[config.mk]
export PLATFORM = sky130hd
export DESIGN_NAME = keyed_line_cache_with_owner_counts
export DESIGN_NICKNAME = d
export VERILOG_FILES = /design/src/klc_pkg.sv /design/src/klc_ram.sv /design/src/klc_ctrl.sv /design/src/klc_datapath.sv /design/src/keyed_line_cache_with_owner_counts.sv
export SDC_FILE = /design/constraint.sdc
export NUM_CORES = 2
export LEC_CHECK = 0
export BUFFER_PORTS_ARGS = -buffer_cell sky130_fd_sc_hd__buf_4
export CAP_MARGIN = 20
export CORE_MARGIN = 4
export CORE_UTILIZATION = 45
export CTS_CLUSTER_SIZE = 14
export DETAILED_ROUTE_END_ITERATION = 16
export GPL_ROUTABILITY_DRIVEN = 0
export PLACE_DENSITY = 0.64
export SETUP_SLACK_MARGIN = 0.02
export SLEW_MARGIN = 20
export SYNTH_ARGS = -nofsm -noshare
export SYNTH_HDL_FRONTEND = slang
export SYNTH_HIERARCHICAL = 1
export SYNTH_SLANG_ARGS = --single-unit
[constraint.sdc]
create_clock -name clk -period 32.5 [get_ports clk]
set_input_delay 1.625 -clock clk [delete_from_list [all_inputs] [get_ports clk]]
set_output_delay 1.625 -clock clk [all_outputs]
set_load 0.1 [all_outputs]
[src/klc_pkg.sv]
`timescale 1ns / 1ps
// Shared types and constants for the keyed line cache.
// Used by the controller, the datapath and the top level; no dependencies.
package klc_pkg;

    // Field widths fixed by the interface.
    localparam int KEY_W   = 64;
    localparam int WORD_W  = 32;
    localparam int COUNT_W = 4;
    localparam int SLOT_W  = 4;
    localparam int KIND_W  = 2;
    localparam int STAT_W  = 2;

    // Default table size.
    localparam int ENTRIES_DEFAULT = 16;

    // Saturation point of the use and owner counts.
    localparam logic [COUNT_W-1:0] COUNT_MAX = 4'hF;

    // Request kinds.
    localparam logic [KIND_W-1:0] KIND_LOOKUP    = 2'd0;
    localparam logic [KIND_W-1:0] KIND_INSERT    = 2'd1;
    localparam logic [KIND_W-1:0] KIND_ADD_OWNER = 2'd2;
    localparam logic [KIND_W-1:0] KIND_REM_OWNER = 2'd3;

    // Result status codes.
    localparam logic [STAT_W-1:0] STATUS_OK        = 2'd0;
    localparam logic [STAT_W-1:0] STATUS_NOT_FOUND = 2'd1;
    localparam logic [STAT_W-1:0] STATUS_FULL      = 2'd2;

    // Commands from the controller to the datapath.
    typedef struct packed {
        logic load;    // latch a new request and restart the scan
        logic step;    // scan one entry
        logic commit;  // apply the update and issue the result beat
    } cmd_t;

    // Status from the datapath to the controller.
    typedef struct packed {
        logic hit;     // the scan found its entry this cycle
        logic miss;    // the scan passed the last entry without a find
    } stat_t;

endpackage

[src/klc_ram.sv]
`timescale 1ns / 1ps
// Generic single-write, single-read RAM with registered read data.
// No dependencies.
module klc_ram #(
    parameter int WIDTH = 8,
    parameter int DEPTH = 16
) (
    input  logic                     clk,
    input  logic                     wr_en,
    input  logic [$clog2(DEPTH)-1:0] wr_addr,
    input  logic [WIDTH-1:0]         wr_data,
    input  logic [$clog2(DEPTH)-1:0] rd_addr,
    output logic [WIDTH-1:0]         rd_data
);

    logic [WIDTH-1:0] mem_reg [DEPTH];
    logic [WIDTH-1:0] rd_data_reg;

    // Write port.
    always_ff @(posedge clk)
    begin
        if (wr_en)
        begin
            mem_reg[wr_addr] <= wr_data;
        end
    end

    // Registered read port.
    always_ff @(posedge clk)
    begin
        rd_data_reg <= mem_reg[rd_addr];
    end

    assign rd_data = rd_data_reg;

endmodule

[src/klc_ctrl.sv]
`timescale 1ns / 1ps
// Controller state machine for the keyed line cache.
// Depends on klc_pkg for the command and status structs.
module klc_ctrl (
    input  logic          clk,
    input  logic          rst_n,
    input  logic          start,
    input  klc_pkg::stat_t stat,
    output klc_pkg::cmd_t cmd,
    output logic          busy
);

    typedef enum logic [2:0] {
        S_IDLE   = 3'b001,
        S_SCAN   = 3'b010,
        S_COMMIT = 3'b100
    } state_t;

    state_t state_reg;
    state_t state_next;

    // Next-state logic.
    always_comb
    begin
        state_next = state_reg;
        case (state_reg)
            S_IDLE:
            begin
                if (start)
                begin
                    state_next = S_SCAN;
                end
            end
            S_SCAN:
            begin
                if (stat.hit || stat.miss)
                begin
                    state_next = S_COMMIT;
                end
            end
            S_COMMIT:
            begin
                state_next = S_IDLE;
            end
            default:
            begin
                state_next = S_IDLE;
            end
        endcase
    end

    // State register.
    always_ff @(posedge clk or negedge rst_n)
    begin
        if (!rst_n)
        begin
            state_reg <= S_IDLE;
        end
        else
        begin
            state_reg <= state_next;
        end
    end

    // Commands to the datapath.
    assign busy       = (state_reg != S_IDLE);
    assign cmd.load   = start && (state_reg == S_IDLE);
    assign cmd.step   = (state_reg == S_SCAN);
    assign cmd.commit = (state_reg == S_COMMIT);

endmodule

[src/klc_datapath.sv]
`timescale 1ns / 1ps
// Datapath of the keyed line cache: request latch, entry scan, count arrays and result.
// Depends on klc_pkg and klc_ram.
module klc_datapath #(
    parameter int ENTRIES = klc_pkg::ENTRIES_DEFAULT
) (
    input  logic                          clk,
    input  logic                          rst_n,
    input  klc_pkg::cmd_t                 cmd,
    output klc_pkg::stat_t                stat,
    input  logic [klc_pkg::KIND_W-1:0]    kind,
    input  logic [klc_pkg::KEY_W-1:0]     key,
    input  logic [klc_pkg::WORD_W-1:0]    line_offset,
    input  logic [klc_pkg::WORD_W-1:0]    line_length,
    output logic                          done,
    output logic [klc_pkg::STAT_W-1:0]    status,
    output logic [klc_pkg::SLOT_W-1:0]    slot,
    output logic [klc_pkg::WORD_W-1:0]    found_offset,
    output logic [klc_pkg::WORD_W-1:0]    found_length
);

    localparam int IW     = $clog2(ENTRIES);
    localparam int LINE_W = klc_pkg::KEY_W + 2 * klc_pkg::WORD_W;
    localparam logic [IW-1:0] LAST_IDX = IW'(ENTRIES - 1);

    // Latched request.
    logic [klc_pkg::KIND_W-1:0] req_kind_reg;
    logic [klc_pkg::KEY_W-1:0]  req_key_reg;
    logic [klc_pkg::WORD_W-1:0] req_off_reg;
    logic [klc_pkg::WORD_W-1:0] req_len_reg;

    // Scan pointers: issue stage, and a compare stage registered from it.
    logic [IW-1:0] scan_idx_reg;
    logic          issue_live_reg;
    logic [IW-1:0] cmp_idx_reg;
    logic          cmp_live_reg;

    // Outcome of the scan.
    logic                       found_reg;
    logic [IW-1:0]              found_idx_reg;
    logic [klc_pkg::WORD_W-1:0] hit_off_reg;
    logic [klc_pkg::WORD_W-1:0] hit_len_reg;

    // Per-entry flags and counts.
    logic                        valid_reg [ENTRIES];
    logic [klc_pkg::COUNT_W-1:0] use_reg   [ENTRIES];
    logic [klc_pkg::COUNT_W-1:0] owner_reg [ENTRIES];

    // Result beat.
    logic                       done_reg;
    logic [klc_pkg::STAT_W-1:0] status_reg;
    logic [klc_pkg::SLOT_W-1:0] slot_reg;
    logic [klc_pkg::WORD_W-1:0] foff_reg;
    logic [klc_pkg::WORD_W-1:0] flen_reg;

    logic                       wr_en;
    logic [LINE_W-1:0]          rd_line;
    logic [klc_pkg::KEY_W-1:0]  rd_key;
    logic [klc_pkg::WORD_W-1:0] rd_off;
    logic [klc_pkg::WORD_W-1:0] rd_len;
    logic                       is_insert;
    logic                       free_now;
    logic                       match_now;
    logic [IW-1:0]              hit_idx;

    // Line store: key, offset and length of each entry.
    assign wr_en = cmd.commit && found_reg && is_insert;

    klc_ram #(
        .WIDTH (LINE_W),
        .DEPTH (ENTRIES)
    ) u_line_ram (
        .clk     (clk),
        .wr_en   (wr_en),
        .wr_addr (found_idx_reg),
        .wr_data ({req_key_reg, req_off_reg, req_len_reg}),
        .rd_addr (scan_idx_reg),
        .rd_data (rd_line)
    );

    assign rd_key = rd_line[LINE_W-1 -: klc_pkg::KEY_W];
    assign rd_off = rd_line[2*klc_pkg::WORD_W-1 -: klc_pkg::WORD_W];
    assign rd_len = rd_line[klc_pkg::WORD_W-1:0];

    // Per-cycle match tests: a free entry for insert, a valid key match otherwise.
    assign is_insert = (req_kind_reg == klc_pkg::KIND_INSERT);
    assign free_now  = issue_live_reg && (owner_reg[scan_idx_reg] == '0);
    assign match_now = cmp_live_reg && valid_reg[cmp_idx_reg] && (rd_key == req_key_reg);

    assign stat.hit  = is_insert ? free_now : match_now;
    assign stat.miss = is_insert
                     ? (issue_live_reg && (scan_idx_reg == LAST_IDX) && !free_now)
                     : (cmp_live_reg && (cmp_idx_reg == LAST_IDX) && !match_now);
    assign hit_idx   = is_insert ? scan_idx_reg : cmp_idx_reg;

    // Request latch.
    always_ff @(posedge clk)
    begin
        if (cmd.load)
        begin
            req_kind_reg <= kind;
            req_key_reg  <= key;
            req_off_reg  <= line_offset;
            req_len_reg  <= line_length;
        end
    end

    // Scan pointers and find capture.
    always_ff @(posedge clk or negedge rst_n)
    begin
        if (!rst_n)
        begin
            scan_idx_reg   <= '0;
            issue_live_reg <= 1'b0;
            cmp_idx_reg    <= '0;
            cmp_live_reg   <= 1'b0;
            found_reg      <= 1'b0;
            found_idx_reg  <= '0;
        end
        else if (cmd.load)
        begin
            scan_idx_reg   <= '0;
            issue_live_reg <= 1'b1;
            cmp_live_reg   <= 1'b0;
            found_reg      <= 1'b0;
        end
        else if (cmd.step)
        begin
            cmp_idx_reg  <= scan_idx_reg;
            cmp_live_reg <= issue_live_reg;
            if (scan_idx_reg == LAST_IDX)
            begin
                issue_live_reg <= 1'b0;
            end
            else
            begin
                scan_idx_reg <= scan_idx_reg + 1'b1;
            end
            if (stat.hit)
            begin
                found_reg     <= 1'b1;
                found_idx_reg <= hit_idx;
            end
        end
    end

    // Stored offset and length of a key match.
    always_ff @(posedge clk)
    begin
        if (cmd.step && stat.hit)
        begin
            hit_off_reg <= rd_off;
            hit_len_reg <= rd_len;
        end
    end

    // Valid bits and counts, updated in the commit cycle.
    always_ff @(posedge clk or negedge rst_n)
    begin
        if (!rst_n)
        begin
            for (int i = 0; i < ENTRIES; i++)
            begin
                valid_reg[i] <= 1'b0;
                use_reg[i]   <= '0;
                owner_reg[i] <= '0;
            end
        end
        else if (cmd.commit && found_reg)
        begin
            case (req_kind_reg)
                klc_pkg::KIND_INSERT:
                begin
                    valid_reg[found_idx_reg] <= 1'b1;
                    use_reg[found_idx_reg]   <= klc_pkg::COUNT_W'(1);
                    owner_reg[found_idx_reg] <= '0;
                end
                klc_pkg::KIND_LOOKUP:
                begin
                    if (use_reg[found_idx_reg] != klc_pkg::COUNT_MAX)
                    begin
                        use_reg[found_idx_reg] <= use_reg[found_idx_reg] + 1'b1;
                    end
                end
                klc_pkg::KIND_ADD_OWNER:
                begin
                    if (owner_reg[found_idx_reg] != klc_pkg::COUNT_MAX)
                    begin
                        owner_reg[found_idx_reg] <= owner_reg[found_idx_reg] + 1'b1;
                    end
                end
                default:
                begin
                    if (owner_reg[found_idx_reg] != '0)
                    begin
                        owner_reg[found_idx_reg] <= owner_reg[found_idx_reg] - 1'b1;
                    end
                end
            endcase
        end
    end

    // Result strobe.
    always_ff @(posedge clk or negedge rst_n)
    begin
        if (!rst_n)
        begin
            done_reg <= 1'b0;
        end
        else
        begin
            done_reg <= cmd.commit;
        end
    end

    // Result payload.
    always_ff @(posedge clk)
    begin
        if (cmd.commit)
        begin
            if (!found_reg)
            begin
                status_reg <= is_insert ? klc_pkg::STATUS_FULL : klc_pkg::STATUS_NOT_FOUND;
                slot_reg   <= '0;
                foff_reg   <= '0;
                flen_reg   <= '0;
            end
            else
            begin
                status_reg <= klc_pkg::STATUS_OK;
                slot_reg   <= klc_pkg::SLOT_W'(found_idx_reg);
                if (req_kind_reg == klc_pkg::KIND_LOOKUP)
                begin
                    foff_reg <= hit_off_reg;
                    flen_reg <= hit_len_reg;
                end
                else
                begin
                    foff_reg <= '0;
                    flen_reg <= '0;
                end
            end
        end
    end

    assign done         = done_reg;
    assign status       = status_reg;
    assign slot         = slot_reg;
    assign found_offset = foff_reg;
    assign found_length = flen_reg;

endmodule

[src/keyed_line_cache_with_owner_counts.sv]
`timescale 1ns / 1ps
// Keyed line cache top level: one request at a time, scanned one entry per cycle.
// A key match is found in the compare stage, which reads the registered line RAM output; an insert
// takes the first entry with no owners, found in the issue stage; a key miss or a full table is seen
// at the last entry. The line RAM read port sets the one-entry-per-cycle scan.
// busy covers the whole scan; the next request may start in the cycle of the result beat.
// The receiver cannot stall; done marks a one-cycle result beat.
// Reset clears all valid bits and counts at once; no clearing pass is needed.
module keyed_line_cache_with_owner_counts #(
    parameter int ENTRIES = klc_pkg::ENTRIES_DEFAULT
) (
    input  logic                       clk,
    input  logic                       rst_n,
    input  logic                       start,
    output logic                       busy,
    input  logic [klc_pkg::KIND_W-1:0] kind,
    input  logic [klc_pkg::KEY_W-1:0]  key,
    input  logic [klc_pkg::WORD_W-1:0] line_offset,
    input  logic [klc_pkg::WORD_W-1:0] line_length,
    output logic                       done,
    output logic [klc_pkg::STAT_W-1:0] status,
    output logic [klc_pkg::SLOT_W-1:0] slot,
    output logic [klc_pkg::WORD_W-1:0] found_offset,
    output logic [klc_pkg::WORD_W-1:0] found_length
);

    klc_pkg::cmd_t  cmd;
    klc_pkg::stat_t stat;

    // Controller.
    klc_ctrl u_ctrl (
        .clk   (clk),
        .rst_n (rst_n),
        .start (start),
        .stat  (stat),
        .cmd   (cmd),
        .busy  (busy)
    );

    // Datapath.
    klc_datapath #(
        .ENTRIES (ENTRIES)
    ) u_datapath (
        .clk          (clk),
        .rst_n        (rst_n),
        .cmd          (cmd),
        .stat         (stat),
        .kind         (kind),
        .key          (key),
        .line_offset  (line_offset),
        .line_length  (line_length),
        .done         (done),
        .status       (status),
        .slot         (slot),
        .found_offset (found_offset),
        .found_length (found_length)
    );

    // A result beat only comes after the controller has gone idle.
    a_done_idle: assert property (@(posedge clk) disable iff (!rst_n)
        done |-> !busy)
        else $error("result beat while busy");

    // An accepted request keeps the block busy in the next cycle.
    a_start_busy: assert property (@(posedge clk) disable iff (!rst_n)
        (start && !busy) |=> busy)
        else $error("request accepted but block not busy");

    // A find and a miss are never reported together.
    a_hit_miss: assert property (@(posedge clk) disable iff (!rst_n)
        cmd.step |-> !(stat.hit && stat.miss))
        else $error("scan reports hit and miss at once");

    // A failed request returns zero slot and zero data.
    a_fail_zero: assert property (@(posedge clk) disable iff (!rst_n)
        (done && status != klc_pkg::STATUS_OK)
            |-> (slot == '0 && found_offset == '0 && found_length == '0))
        else $error("failed request with nonzero payload");

endmodule

==> metrics.md <==
| Metric | Value |
|---|---|
| Max-cap viol count | `0` |
| Vias | `about 47000` |
| Worst-skew pair later-pin latency | `approximately 0.93 ns` |
| Tightest Hold Check Type | `reg -> reg` |
| Worst Setup End Kind | `flop` |
| Rel. slew slack | `~21%` |
| Min Clock Period, post-route | `just under 5 ns` |
| Hold Startpoint | `u_datapath/u_line_ram/rd_data[4]` |
| Hold endpoint | `u_datapath/hit_len_reg[4]` |
| Port bufs | `about 200` |
| Total negative setup slack | `0 ns` |
| Row Count | `168` |
| Die Width | `466 µm` |
| #FFs+latches synth | `between 2000 and 3000` |
| H-tree depth | `5` |
| Io pins | `between 200 and 250` |
| R2r worst-path depth | `9` |
| Hold depth | `0` |
| Nets | `~4900` |
| Seq/Total Area, Yosys | `roughly four fifths` |
| Max reg flops | `~2000` |
| R2R Setup Slk | `27.54 ns` |
| Post-DP HPWL | `between 100000 and 150000 µm` |
| Cell area power density | `75.7 nW/µm²` |
| Worst vdd ir | `roughly 0.000062 V` |
| CTS max path bufs | `4` |
| Yosys warns | `6` |
| Syn Area/Cell | `21.3 µm²` |
| Netlist cell types | `73` |
| Cts bufs inserted | `277` |
| Mean routed wirelength per cell | `29.5 µm` |
| Post-route cell area | `108000 µm²` |
| CTS tree | `built` |
| CTS clk-pin slew, worst paths | `~0.070 ns` |
| Worst EP required | `~33 ns` |
| Post-route ant nets | `0` |
| Vias per cell | `6.00` |
| Final setup viols | `0` |
| Setup CP Type | `reg -> reg` |
| Number of setup buffers added after CTS | `0` |
| DIE AREA | `between 200000 and 250000 µm²` |
| RR Endpoint | `u_datapath/u_line_ram/mem_reg[13][66]` |
| Post-synth top flop | `edfxtp_1` |
| Period utilization | `around 15%` |
| Number of flops mapped to enable cells by yosys | `approximately 2300` |
| Leak Pwr | `34.6 nW` |
| DRC errors left | `0` |
| P&R area growth vs syn | `14.3%` |
| Clock Tree Root | `clkbuf_16` |
| Worst slew pin tran | `1.18 ns` |
| Syn nets | `4579` |
| RR Startpoint | `u_datapath/req_kind_reg[1]` |
| RSZ-0062 raised after global routing | `false` |
| Clk sink count | `2539` |
| Drt first pass iters | `6` |
| Status | `finished clean` |
| Wire length of the first global-routing pass | `approximately 330000 µm` |
| Total grt overflow | `0` |
| Core area | `between 200000 and 250000 µm²` |
| Share of post-route cells with drive strength above 1 | `approximately a quarter` |
| Pins Over Slew Limit | `0` |
| FFs w/ async S/R, synth | `between 3 and 4%` |
| Die height | `between 400 and 500 µm` |
| Worst Path Arrival | `5.44 ns` |
| Post-DP Area | `99500 µm²` |
| Max FO, Critical Path | `37` |
| Post-Syn Area | `94600 µm²` |
| CTS Hold Bufs | `0` |
| Final count of hold timing violations | `0` |
| Startpoint types | `flop` |
| Initial Utilization | `45.2%` |
| Detailed Route WL | `around 230000 µm` |
| FMAX | `between 200 and 250 MHz` |
| Post-CTS sizing | `0` |
| GRT Total Usage | `between 20% and 30%` |
| DR iter-0 viols | `around 5500` |
| Antenna violations before repair | `13` |
| Synthesized instance count | `between 4000 and 5000` |
| Clock skew | `around 0.079 ns` |
| Largest net degree at the start of global routing | `about 150` |
| Vias in the first global route | `~47000` |
[Yosys cell counts (6+ instances only)]
master	count	share of area [%]
mux4_2	497	12
nor2_1	73	0.29
buf_6	20	0.24
clkbuf_1	132	0.52
nand3b_1	6	0.048
nor3_1	14	0.074
buf_4	13	0.10
o22ai_1	27	0.18
and3_1	66	0.44
o21ai_0	57	0.30
mux2i_1	91	0.96
dfrtp_1	98	2.6
a21oi_2	6	0.056
nand2_1	162	0.64
ha_1	7	0.093
buf_1	10	0.040
nand2b_1	30	0.20
xnor2_1	44	0.41
o2111ai_1	8	0.074
nor4_1	11	0.073
o2bb2ai_1	22	0.20
a211oi_1	20	0.16
inv_1	23	0.091
and2_1	11	0.073
edfxtp_1	2312	73
mux2_2	12	0.14
a21oi_1	71	0.38
nor2b_1	27	0.18
o211ai_1	18	0.14
a21o_1	18	0.14
buf_2	54	0.29
a22oi_1	223	1.8
dfxtp_1	128	2.7
nand3_1	23	0.12
o22a_1	8	0.074
nand4_1	13	0.086
a31oi_1	9	0.060
[how the worst max path moves through the flow]
stage | from | end | slack (ns) | depth (start not counted)
after floorplan | u_ctrl/state_reg[2] | u_datapath/u_line_ram/mem_reg[0][0] | 15.37 | 6
after global placement | u_datapath/req_kind_reg[1] | u_datapath/u_line_ram/mem_reg[7][66] | 27.44 | 9
after detailed placement | u_datapath/req_key_reg[13] | u_datapath/hit_off_reg[19] | 27.54 | 8
after CTS | u_datapath/scan_idx_reg[0] | u_datapath/hit_off_reg[15] | 27.53 | 9
after global routing | u_ctrl/state_reg[1] | u_datapath/u_line_ram/mem_reg[13][66] | 27.33 | 8
final | u_datapath/req_kind_reg[1] | u_datapath/u_line_ram/mem_reg[13][66] | 27.54 | 9
[critical path, cell delays in order (launching register included)]
cell and delay, ns:
edfxtp_1 0.39, inv_1 0.10, ha_1 0.14, buf_4 0.35
nand3_1 0.30, inv_1 0.46, nand3_1 0.38, nor2_4 0.85
buf_4 0.76, buf_4 0.73
[power breakdown]
group          internal, W  total, W  switching (W)
clock network      0.00180   0.00300        0.00121
logic             0.000492   0.00110       0.000612
registers          0.00386   0.00407       0.000218
[metal layers]
layer	GRT usage (%)	up-vias	wire (µm)
li1	-	19100	-
met1	30.8	25100	96700
met2	32.6	2112	110000
met3	4.23	361	18600
met4	5.00	6	4790
met5	0.220	-	102
[cells in the final DEF, fill, tap and decap left out, types with 24 or more instances in the layout]
cell	synthesis	routed
mux4_2	497	497
clkbuf_8	0	25
a22oi_1	223	223
o22ai_1	27	27
dfxtp_1	128	128
nand2b_1	30	30
nor2_1	73	57
edfxtp_1	2312	2312
clkbuf_1	132	80
clkinv_2	0	28
xnor2_1	44	43
mux2i_1	91	91
clkinv_1	0	24
dfrtp_1	98	93
buf_4	13	290
nand2_1	162	162
a21oi_1	71	71
nor2b_1	27	24
o21ai_0	57	57
and3_1	66	66
clkbuf_16	0	285
[kinds of logic (layout without fill, tap and decap cells)]
family / count (synthesis) / after routing / synth area share [%]
compound gates: 529 / 529 / 3.97
simple gates: 458 / 458 / 2.42
flops: 2539 / 2539 / 78.7
xor+xnor: 45 / 45 / 0.417
mux: 604 / 604 / 13.0
buf+inv: 257 / 799 / 1.35
fa+ha+maj: 7 / 7 / 0.0926
other cells: 0 / 4 / 0
[area by class of cell]
class,instances,area (µm²)
fill,16300,101000
sequential,2539,74500
multi-input combinational,1643,19000
clock buffer,390,7780
tap,2805,3510
timing repair buffer,300,2380
clock inverter,85,873
inverter,24,90.1
antenna,4,10.0
[per-stage QoR]
step	utilization [%]	instances	power, W	setup WS, ns	hold WS (ns)
2_1_floorplan	-	4439	0.00488	15.37	0.386
3_3_place_gp	47.5	7310	0.00524	27.44	0.386
3_5_place_dp	47.5	7311	0.00526	27.54	0.389
4_1_cts	51.6	7786	0.00826	27.53	0.368
5_1_grt	51.6	7786	0.00849	27.33	0.387
6_report	51.6	7790	0.00818	27.54	0.366
No activity file was read; power rests on OpenSTA's default activity.
